**config.mk**
```make
export PLATFORM = sky130hd
export DESIGN_NAME = fopg_divider
export DESIGN_NICKNAME = d
export VERILOG_FILES = /design/src/rtl/core/assert_macros.svh /design/src/rtl/core/fopg_divider.sv
export SDC_FILE = /design/constraint.sdc
export NUM_CORES = 1
export LEC_CHECK = 0
export BUFFER_PORTS_ARGS = -buffer_cell sky130_fd_sc_hd__buf_2
export CAP_MARGIN = 20
export CORE_MARGIN = 2
export CORE_UTILIZATION = 50
export CTS_BUF_LIST = sky130_fd_sc_hd__clkbuf_4 sky130_fd_sc_hd__clkbuf_8
export CTS_CLUSTER_DIAMETER = 150
export CTS_CLUSTER_SIZE = 28
export DETAILED_ROUTE_END_ITERATION = 10
export PLACE_DENSITY_LB_ADDON = 0.2
export SLEW_MARGIN = 20
export SYNTH_ARGS = -nofsm -noshare
export SYNTH_HDL_FRONTEND = slang
export SYNTH_SLANG_ARGS = --single-unit
```
**constraint.sdc**
```tcl
create_clock -name clock -period 3.1 [get_ports clock]
set_input_delay 0.775 -clock clock [delete_from_list [all_inputs] [get_ports clock]]
set_output_delay 0.775 -clock clock [all_outputs]
set_load 0.01 [all_outputs]
```
**src/rtl/core/assert_macros.svh**
```systemverilog
// Assertion macros shared by the RTL. They compile to nothing under synthesis.
`ifndef ASSERT_MACROS_SVH
`define ASSERT_MACROS_SVH
`ifndef SYNTHESIS
`define FOPG_ASSERT(name, clk, rst, prop) \
   name: assert property (@(posedge clk) disable iff (rst) prop) \
      else $error("fopg assertion failed");
`define FOPG_ASSERT_IMP(name, clk, rst, ante, cons) \
   name: assert property (@(posedge clk) disable iff (rst) (ante) |-> (cons)) \
      else $error("fopg implication failed");
`else
`define FOPG_ASSERT(name, clk, rst, prop)
`define FOPG_ASSERT_IMP(name, clk, rst, ante, cons)
`endif
`endif

```
**src/rtl/core/fopg_divider.sv**
```systemverilog
// ----------------------------------------------------------------------------
// fopg_divider
// Unsigned restoring divider, one quotient bit per cycle.
// ----------------------------------------------------------------------------
`default_nettype none
module fopg_divider #(
   parameter int unsigned NUM_W = 56,
   parameter int unsigned DEN_W = 64
) (
   input  wire logic             clock,
   input  wire logic             reset,
   input  wire logic             start,
   input  wire logic [NUM_W-1:0] dividend,
   input  wire logic [DEN_W-1:0] divisor,
   output logic                  done,
   output logic      [NUM_W-1:0] quotient
);
   localparam int unsigned CntW = $clog2(NUM_W);

   logic             busy_ff, busy_in;
   logic             done_ff, done_in;
   logic [CntW-1:0]  cnt_ff, cnt_in;
   logic [NUM_W-1:0] quo_ff, quo_in;
   logic [DEN_W-1:0] rem_ff, rem_in;
   logic [DEN_W-1:0] den_ff, den_in;
   logic [DEN_W:0]   trial;
   logic             fits;

   always_comb begin
      trial   = {rem_ff, quo_ff[NUM_W-1]};
      fits    = trial >= {1'b0, den_ff};
      busy_in = busy_ff;
      done_in = 1'b0;
      cnt_in  = cnt_ff;
      quo_in  = quo_ff;
      rem_in  = rem_ff;
      den_in  = den_ff;
      if (start) begin
         busy_in = 1'b1;
         cnt_in  = '0;
         quo_in  = dividend;
         rem_in  = '0;
         den_in  = divisor;
      end else if (busy_ff) begin
         // The remainder stays below the divisor, so it fits DEN_W bits.
         rem_in = fits ? DEN_W'(trial - {1'b0, den_ff}) : trial[DEN_W-1:0];
         quo_in = {quo_ff[NUM_W-2:0], fits};
         cnt_in = cnt_ff + 1'b1;
         if (cnt_ff == CntW'(NUM_W - 1)) begin
            busy_in = 1'b0;
            done_in = 1'b1;
         end
      end
   end

   always_ff @(posedge clock) begin
      if (reset) begin
         busy_ff <= 1'b0;
         done_ff <= 1'b0;
      end else begin
         busy_ff <= busy_in;
         done_ff <= done_in;
      end
      cnt_ff <= cnt_in;
      quo_ff <= quo_in;
      rem_ff <= rem_in;
      den_ff <= den_in;
   end

   assign done     = done_ff;
   assign quotient = quo_ff;
endmodule
`default_nettype wire

```
==> summary.txt, run 1 <==
Syn Inst Count - 1,190
sw frac - 35.61%
post-synthesis sequential area ratio - 43.21%
Post-synth EDFFs - 120
largest net degree at the start of global routing - 120
Final Hold Vio Count - 0
post-route cell area - 14,230 um^2
Yosys cell types - 77
Starting Density - 51.26%
reg2reg end - rem_ff[30]
Worst Hold Class - in -> reg
Clock Sinks - 192
Flop pwr share - 43.3%
Vias - 9,809
Syn Area/Cell - 9.811 um^2
Comb pwr share - 32.1%
Max H-tree Level - 4
reg2reg setup slack - 110 ps
CTS buffer count - 17
Power Dens Cells - 505.9 nW/um^2
Die ar. - 24,590 um^2
Synth async-reset ratio - 0%
Worst Setup EP - rem_ff[30]
final setup TNS - 0 ps
Worst Path Required - 3500 ps
XOR/XNOR Fraction of Synth Area - 4.051%
Reg-to-Reg Start - den_ff[0]
Max FO, Critical Path - 3
status - finished, final reports clean
worst setup margin - 110.9 ps
Die Span X - 156.8 um
multiplexer share of the synthesized area - 8.681%
Crit Path Category - reg -> reg
net count reported at finish - 1,615
TritonCTS clock tree - done
final worst path period share - 96.42%
Starting DRT DRC Count - 628
Relative slew margins - 33.25%
I/O Buffers - 179
Ports - 180
Seq cells post-synth - 192
GR Overflow Total - 0
min Tclk post-route - 2989 ps
largest family of logic cells by synthesized area - compound AO/OA/AOI/OAI gates
via/cell ratio - 5.599
CP Launch Point - den_ff[0]
Placement Setup Slack - -54.65 ps
Final Max Tran Viols - 0
NetSw - 2.564 mW
Antenna Cells - 0
Worst Setup End Kind - flop
Area growth syn-to-layout - 21.91%
Max clock buf depth - 2
GP Congestion - 0.8977
gr usage total - 25.54%
initial antenna violation count - 0
global-route wire length before repair - 49,180 um
drt drc - 0
drt wl/cell - 18.09 um
Die Ht - 156.8 um
skew final - 24.16 ps
Skew-Pair Late Insertion Delay - 510 ps
post-DP HPWL - 23,600 um
vias in the first global route - 9,545
FF/Latch Area - 5049 um^2
WL final - 31,690 um
crit-path cells - ha_2 > fa_2 > nand2b_4 > a211oi_2 > o21ai_1 > a2111oi_2 > buf_4 > nor2_1 > o21ai_1 > xor2_1 > mux2i_1 > a211oi_1
DR pass1 iterations - 5
r2r worst-path depth - 12
Synth Cell Area - 11,670 um^2
post-route ant nets - 0
fill count - 1,949
crit path launch type - flop
Synth Area in Adders - 7.137%
CP max stage delay - 390 ps
Max Cap Viol - 0
core area - 22,780 um^2
leakage - 5.944 nW
Clock Power Share - 24.7%
ratio of cells with drive above 1 in the final layout - 30.85%
Peak VDD IR - 312.5 uV
main flop type after synthesis - edfxtp_1
Final Instance Count excl. Fillers - 1,752
clock root cell - clkbuf_8
CP Data Arrival Time - 3390 ps
syn nets - 1,379
Placement Cell Area - 13,450 um^2
CP dominant cell by count - o21ai_1
complex-gate fraction of the synthesized area - 18.97%
slowest CP cell - edfxtp_1
Multi-input gate area - 6294 um^2
Synth warnings - 0
# rows - 55
fmax - 334.5 MHz
Synth Area in Simple Gates - 12.47%
clk slew on worst S/H paths - 130 ps
final setup vio count - 0
Int Power - 4.636 mW
post-layout util - 62.48%
placed cells - 1,715
worst slew pin tran - 997.6 ps
[layer usage]
layer	share of wire, %	vias to the layer above	GRT usage [%]
met1	44	4551	33.65
met4	1.8	0	7.077
li1	-	4860	-
met5	0	-	0
met2	48	362	42.00
met3	6.8	36	6.120
[power by group through the flow]
| stage | clock, mW | sequential (mW) | combinational (mW) |
|---|---|---|---|
| floorplan | 0 | 3.16 | 1.42 |
| global placement | 0 | 3.16 | 2.14 |
| detailed placement | 0 | 3.16 | 2.17 |
| CTS | 1.83 | 3.11 | 2.19 |
| global route | 1.91 | 3.14 | 2.52 |
| finish | 1.78 | 3.11 | 2.31 |
[cell usage after synthesis (4+ instances only)]
| library cell | n | area [um^2] |
|---|---|---|
| a211oi_1 | 39 | 292.8 |
| a21boi_0 | 4 | 30.03 |
| a21o_1 | 16 | 120.1 |
| a21oi_1 | 93 | 465.5 |
| a311oi_1 | 7 | 61.31 |
| a311oi_2 | 5 | 75.07 |
| a31oi_1 | 6 | 37.54 |
| a32oi_1 | 12 | 105.1 |
| and2_1 | 4 | 25.02 |
| and3_1 | 11 | 68.82 |
| buf_2 | 15 | 75.07 |
| buf_6 | 5 | 56.30 |
| clkbuf_1 | 40 | 150.1 |
| dfxtp_1 | 72 | 1441 |
| edfxtp_1 | 120 | 3603 |
| ha_1 | 65 | 813.3 |
| inv_1 | 86 | 322.8 |
| mux2_2 | 58 | 653.1 |
| mux2i_1 | 36 | 360.4 |
| nand2_1 | 89 | 334.1 |
| nand2b_1 | 5 | 31.28 |
| nand3_1 | 15 | 75.07 |
| nand4_1 | 28 | 175.2 |
| nor2_1 | 104 | 390.4 |
| nor2b_1 | 6 | 37.54 |
| nor3_1 | 16 | 80.08 |
| nor4_1 | 6 | 37.54 |
| o211ai_1 | 6 | 45.04 |
| o21a_1 | 12 | 90.09 |
| o21ai_0 | 52 | 260.3 |
| o21ai_1 | 18 | 90.09 |
| o21bai_1 | 14 | 105.1 |
| o31ai_1 | 4 | 30.03 |
| or3_1 | 7 | 43.79 |
| xnor2_1 | 27 | 236.5 |
| xor2_1 | 27 | 236.5 |
[cells in the final DEF, fill, tap and decap left out, types with 5 or more instances in the layout]
cell type	Yosys	final
buf_4	0	97
mux2i_1	36	36
a21oi_2	1	8
o21a_1	12	12
nand3_1	15	14
o21ai_1	18	22
nor2b_1	6	6
nand4_1	28	28
a32oi_1	12	12
inv_1	86	85
o211ai_1	6	6
nor3_1	16	15
o21bai_1	14	13
o21ai_0	52	44
buf_2	15	178
a31oi_1	6	5
edfxtp_1	120	120
and3_1	11	11
a21o_1	16	16
a211oi_1	39	37
dfxtp_1	72	71
a311oi_2	5	5
xnor2_1	27	27
mux2_2	58	58
nor2_1	104	101
or3_1	7	7
clkbuf_8	0	17
clkinv_8	0	8
ha_1	65	50
a21oi_1	93	86
nand2_1	89	86
xor2_1	27	27
ha_4	0	11
a311oi_1	7	7
buf_12	1	5
[worst max-delay path, delay by kind of cell, from the launching register on]
family / cells / cell delay, ps
AO/OA/AOI/OAI: 5 / 1160
adder cells (fa/ha/maj): 2 / 580
flip-flops: 1 / 390
AND/OR/NAND/NOR: 2 / 220
buffers and inverters: 1 / 210
XOR/XNOR: 1 / 210
multiplexers: 1 / 110
[layout make-up]
type | instances | share of cell area (%)
clock buffers | 17 | 1.644
clock inverters | 15 | 1.459
inverters | 87 | 2.295
multi-input cells | 847 | 44.22
flip-flops and latches | 192 | 35.47
well taps | 313 | 2.752
repair buffers | 281 | 12.16
[worst min path at each step]
stage | from | end | cells after the start
global route | divisor[13] | den_ff[13] | 1
floorplan | cnt_ff[5] | cnt_ff[5] | 2
detailed placement | rem_ff[40] | rem_ff[40] | 2
CTS | divisor[60] | den_ff[60] | 1
global placement | cnt_ff[5] | cnt_ff[5] | 2
finish | divisor[6] | den_ff[6] | 1
[sequential cells by signal, indices dropped and copies added (netlist names)]
| name | count |
|---|---|
| cnt_ff | 6 |
| den_ff | 64 |
| rem_ff | 64 |
| busy_ff | 1 |
| done | 1 |
| quotient | 56 |
[metrics by stage]
step / power [mW] / hold slack [ps]
detailed placement: 5.329 / 492.5
floorplan: 4.576 / 458.5
global route: 7.574 / 397.2
CTS: 7.129 / 406.5
global placement: 5.301 / 471.7
finish: 7.200 / 429.5
[kinds of logic after synthesis]
logic type | Yosys count
multiplexers | 94
AND/OR/NAND/NOR | 306
adder cells (fa/ha/maj) | 66
flip-flops | 192
XOR/XNOR | 54
AO/OA/AOI/OAI | 327
buffers and inverters | 151
[what timing repair did]
| action | CTS | global route |
|---|---|---|
| buffers inserted | 0 | 5 |
| resized for setup | 9 | 58 |
| setup endpoints to repair | 19 | 40 |
| hold endpoints to repair | 0 | 0 |
| pin swaps | 0 | 11 |
| hold buffers | 0 | 0 |
(Power assumes the default switching activity.)
==> run 2: changes to the inputs <==
--- a/config.mk
+++ b/config.mk
@@ -7,8 +7,10 @@
 export LEC_CHECK = 0
 export BUFFER_PORTS_ARGS = -buffer_cell sky130_fd_sc_hd__buf_2
 export CAP_MARGIN = 20
+export CELL_PAD_IN_SITES_DETAIL_PLACEMENT = 1
+export CELL_PAD_IN_SITES_GLOBAL_PLACEMENT = 2
 export CORE_MARGIN = 2
-export CORE_UTILIZATION = 50
+export CORE_UTILIZATION = 34
 export CTS_BUF_LIST = sky130_fd_sc_hd__clkbuf_4 sky130_fd_sc_hd__clkbuf_8
 export CTS_CLUSTER_DIAMETER = 150
 export CTS_CLUSTER_SIZE = 28
==> summary.txt, run 2 (synthesized netlist as in run 1, its figures left out) <==
Final Hold Vio Count - 0
Final Instance Count excl. Fillers - 1,933
TritonCTS clock tree - done
Ports - 180
clock root cell - clkbuf_8
Clock Power Share - 24.3%
drt wl/cell - 19.29 um
placed cells - 1,879
Placement Setup Slack - -335.1 ps
status - finished, final reports clean
crit path launch type - flop
Skew-Pair Late Insertion Delay - 540 ps
Max Cap Viol - 0
Worst Hold Class - in -> reg
Die Ht - 189.3 um
skew final - 32.07 ps
Starting Density - 34.64%
Worst Setup End Kind - flop
reg2reg setup slack - 3 ps
initial antenna violation count - 1
ratio of cells with drive above 1 in the final layout - 34.97%
final worst path period share - 99.91%
Comb pwr share - 34.4%
Worst Setup EP - rem_ff[28]
# rows - 67
Pwr Total - 7.514 mW
global-route wire length before repair - 58,220 um
Die Span X - 189.3 um
via/cell ratio - 5.199
CP Launch Point - den_ff[21]
final setup vio count - 0
reg2reg end - rem_ff[28]
Die ar. - 35,840 um^2
fill count - 3,859
GR Overflow Total - 0
CP Data Arrival Time - 3550 ps
final setup TNS - 0 ps
Max FO, Critical Path - 8
NetSw - 2.741 mW
worst setup margin - 2.635 ps
Crit Path Category - reg -> reg
Vias - 10,050
WL final - 37,280 um
min Tclk post-route - 3097 ps
Power Dens Cells - 499.3 nW/um^2
core area - 33,700 um^2
RSZ-0062 raised after global routing - yes
Relative slew margins - 45.02%
net count reported at finish - 1,660
gr usage total - 20.75%
Max H-tree Level - 4
worst slew pin tran - 824.7 ps
sw frac - 36.47%
post-DP HPWL - 28,110 um
GP Congestion - 0.8276
Worst Path Required - 3550 ps
Placement Cell Area - 13,810 um^2
most frequent cells in the layout - buf_2 (178), buf_4 (135), edfxtp_1 (120), nor2_1 (100), nand2_1 (86)
Reg-to-Reg Start - den_ff[21]
post-layout util - 44.65%
leakage - 6.263 nW
CTS buffer count - 17
post-route cell area - 15,050 um^2
Max clock buf depth - 2
drt drc - 0
DR pass1 iterations - 4
post-route ant nets - 0
clk slew on worst S/H paths - 140 ps
vias in the first global route - 10,598
Int Power - 4.774 mW
r2r worst-path depth - 12
Starting DRT DRC Count - 471
I/O Buffers - 179
fmax - 322.9 MHz
Clock Sinks - 192
hold_ws - 395.3 ps
largest net degree at the start of global routing - 60
Area growth syn-to-layout - 28.89%
Peak VDD IR - 318.4 uV
Final Max Tran Viols - 0
Flop pwr share - 41.4%
leading cell type in the layout, fill and taps excluded - buf_2
run 2: area by class of cell:
class | instances | area [um^2] | share of cell area, %
clock inverter | 15 | 205.2 | 1.364
multi-input combinational | 848 | 6543 | 43.48
clock buffer | 17 | 234.0 | 1.555
inverter | 87 | 326.6 | 2.170
timing repair buffer | 325 | 2128 | 14.14
antenna | 1 | 2.502 | 0.01663
sequential | 192 | 5049 | 33.55
tap | 448 | 560.5 | 3.725
run 2: worst min-delay path by stage:
| stage | to | cells after the start | start |
|---|---|---|---|
| 2_1_floorplan | cnt_ff[5] | 2 | cnt_ff[5] |
| 3_3_place_gp | cnt_ff[5] | 2 | cnt_ff[5] |
| 3_5_place_dp | cnt_ff[5] | 2 | cnt_ff[5] |
| 4_1_cts | den_ff[62] | 1 | divisor[62] |
| 5_1_grt | den_ff[43] | 1 | divisor[43] |
| 6_report | den_ff[42] | 1 | divisor[42] |
run 2: per-layer routing:
metal | track usage (%) | routed length (um) | up-vias
li1 | - | - | 4943
met1 | 25.75 | 16660 | 4935
met2 | 37.01 | 18940 | 132
met3 | 3.355 | 1009 | 40
met4 | 6.052 | 666 | 0
met5 | 0 | 0 | -
run 2: what timing repair did:
item / in CTS / in global routing
gates resized for setup: 19 / 99
gates cloned: 0 / 4
setup endpoints to repair: 63 / 64
pin swaps: 3 / 32
hold buffers: 0 / 0
buffers inserted: 1 / 16
run 2: power groups by stage:
stage | clock (mW) | combinational, mW | sequential (mW)
after floorplan | 0 | 1.42 | 3.16
after global placement | 0 | 2.27 | 3.15
after detailed placement | 0 | 2.30 | 3.15
after CTS | 1.91 | 2.35 | 3.10
after global routing | 1.98 | 2.83 | 3.14
final | 1.82 | 2.58 | 3.11
run 2: critical path, cell delays in order, from the launching register on:
cell and delay [ps]:
edfxtp_1 340, inv_1 50, ha_2 400, and4_1 290
nand2_1 90, o22ai_2 120, or3_4 170, o211ai_4 100
a2111oi_4 430, buf_4 200, nor2_4 50, or4_4 520
a311oi_1 260
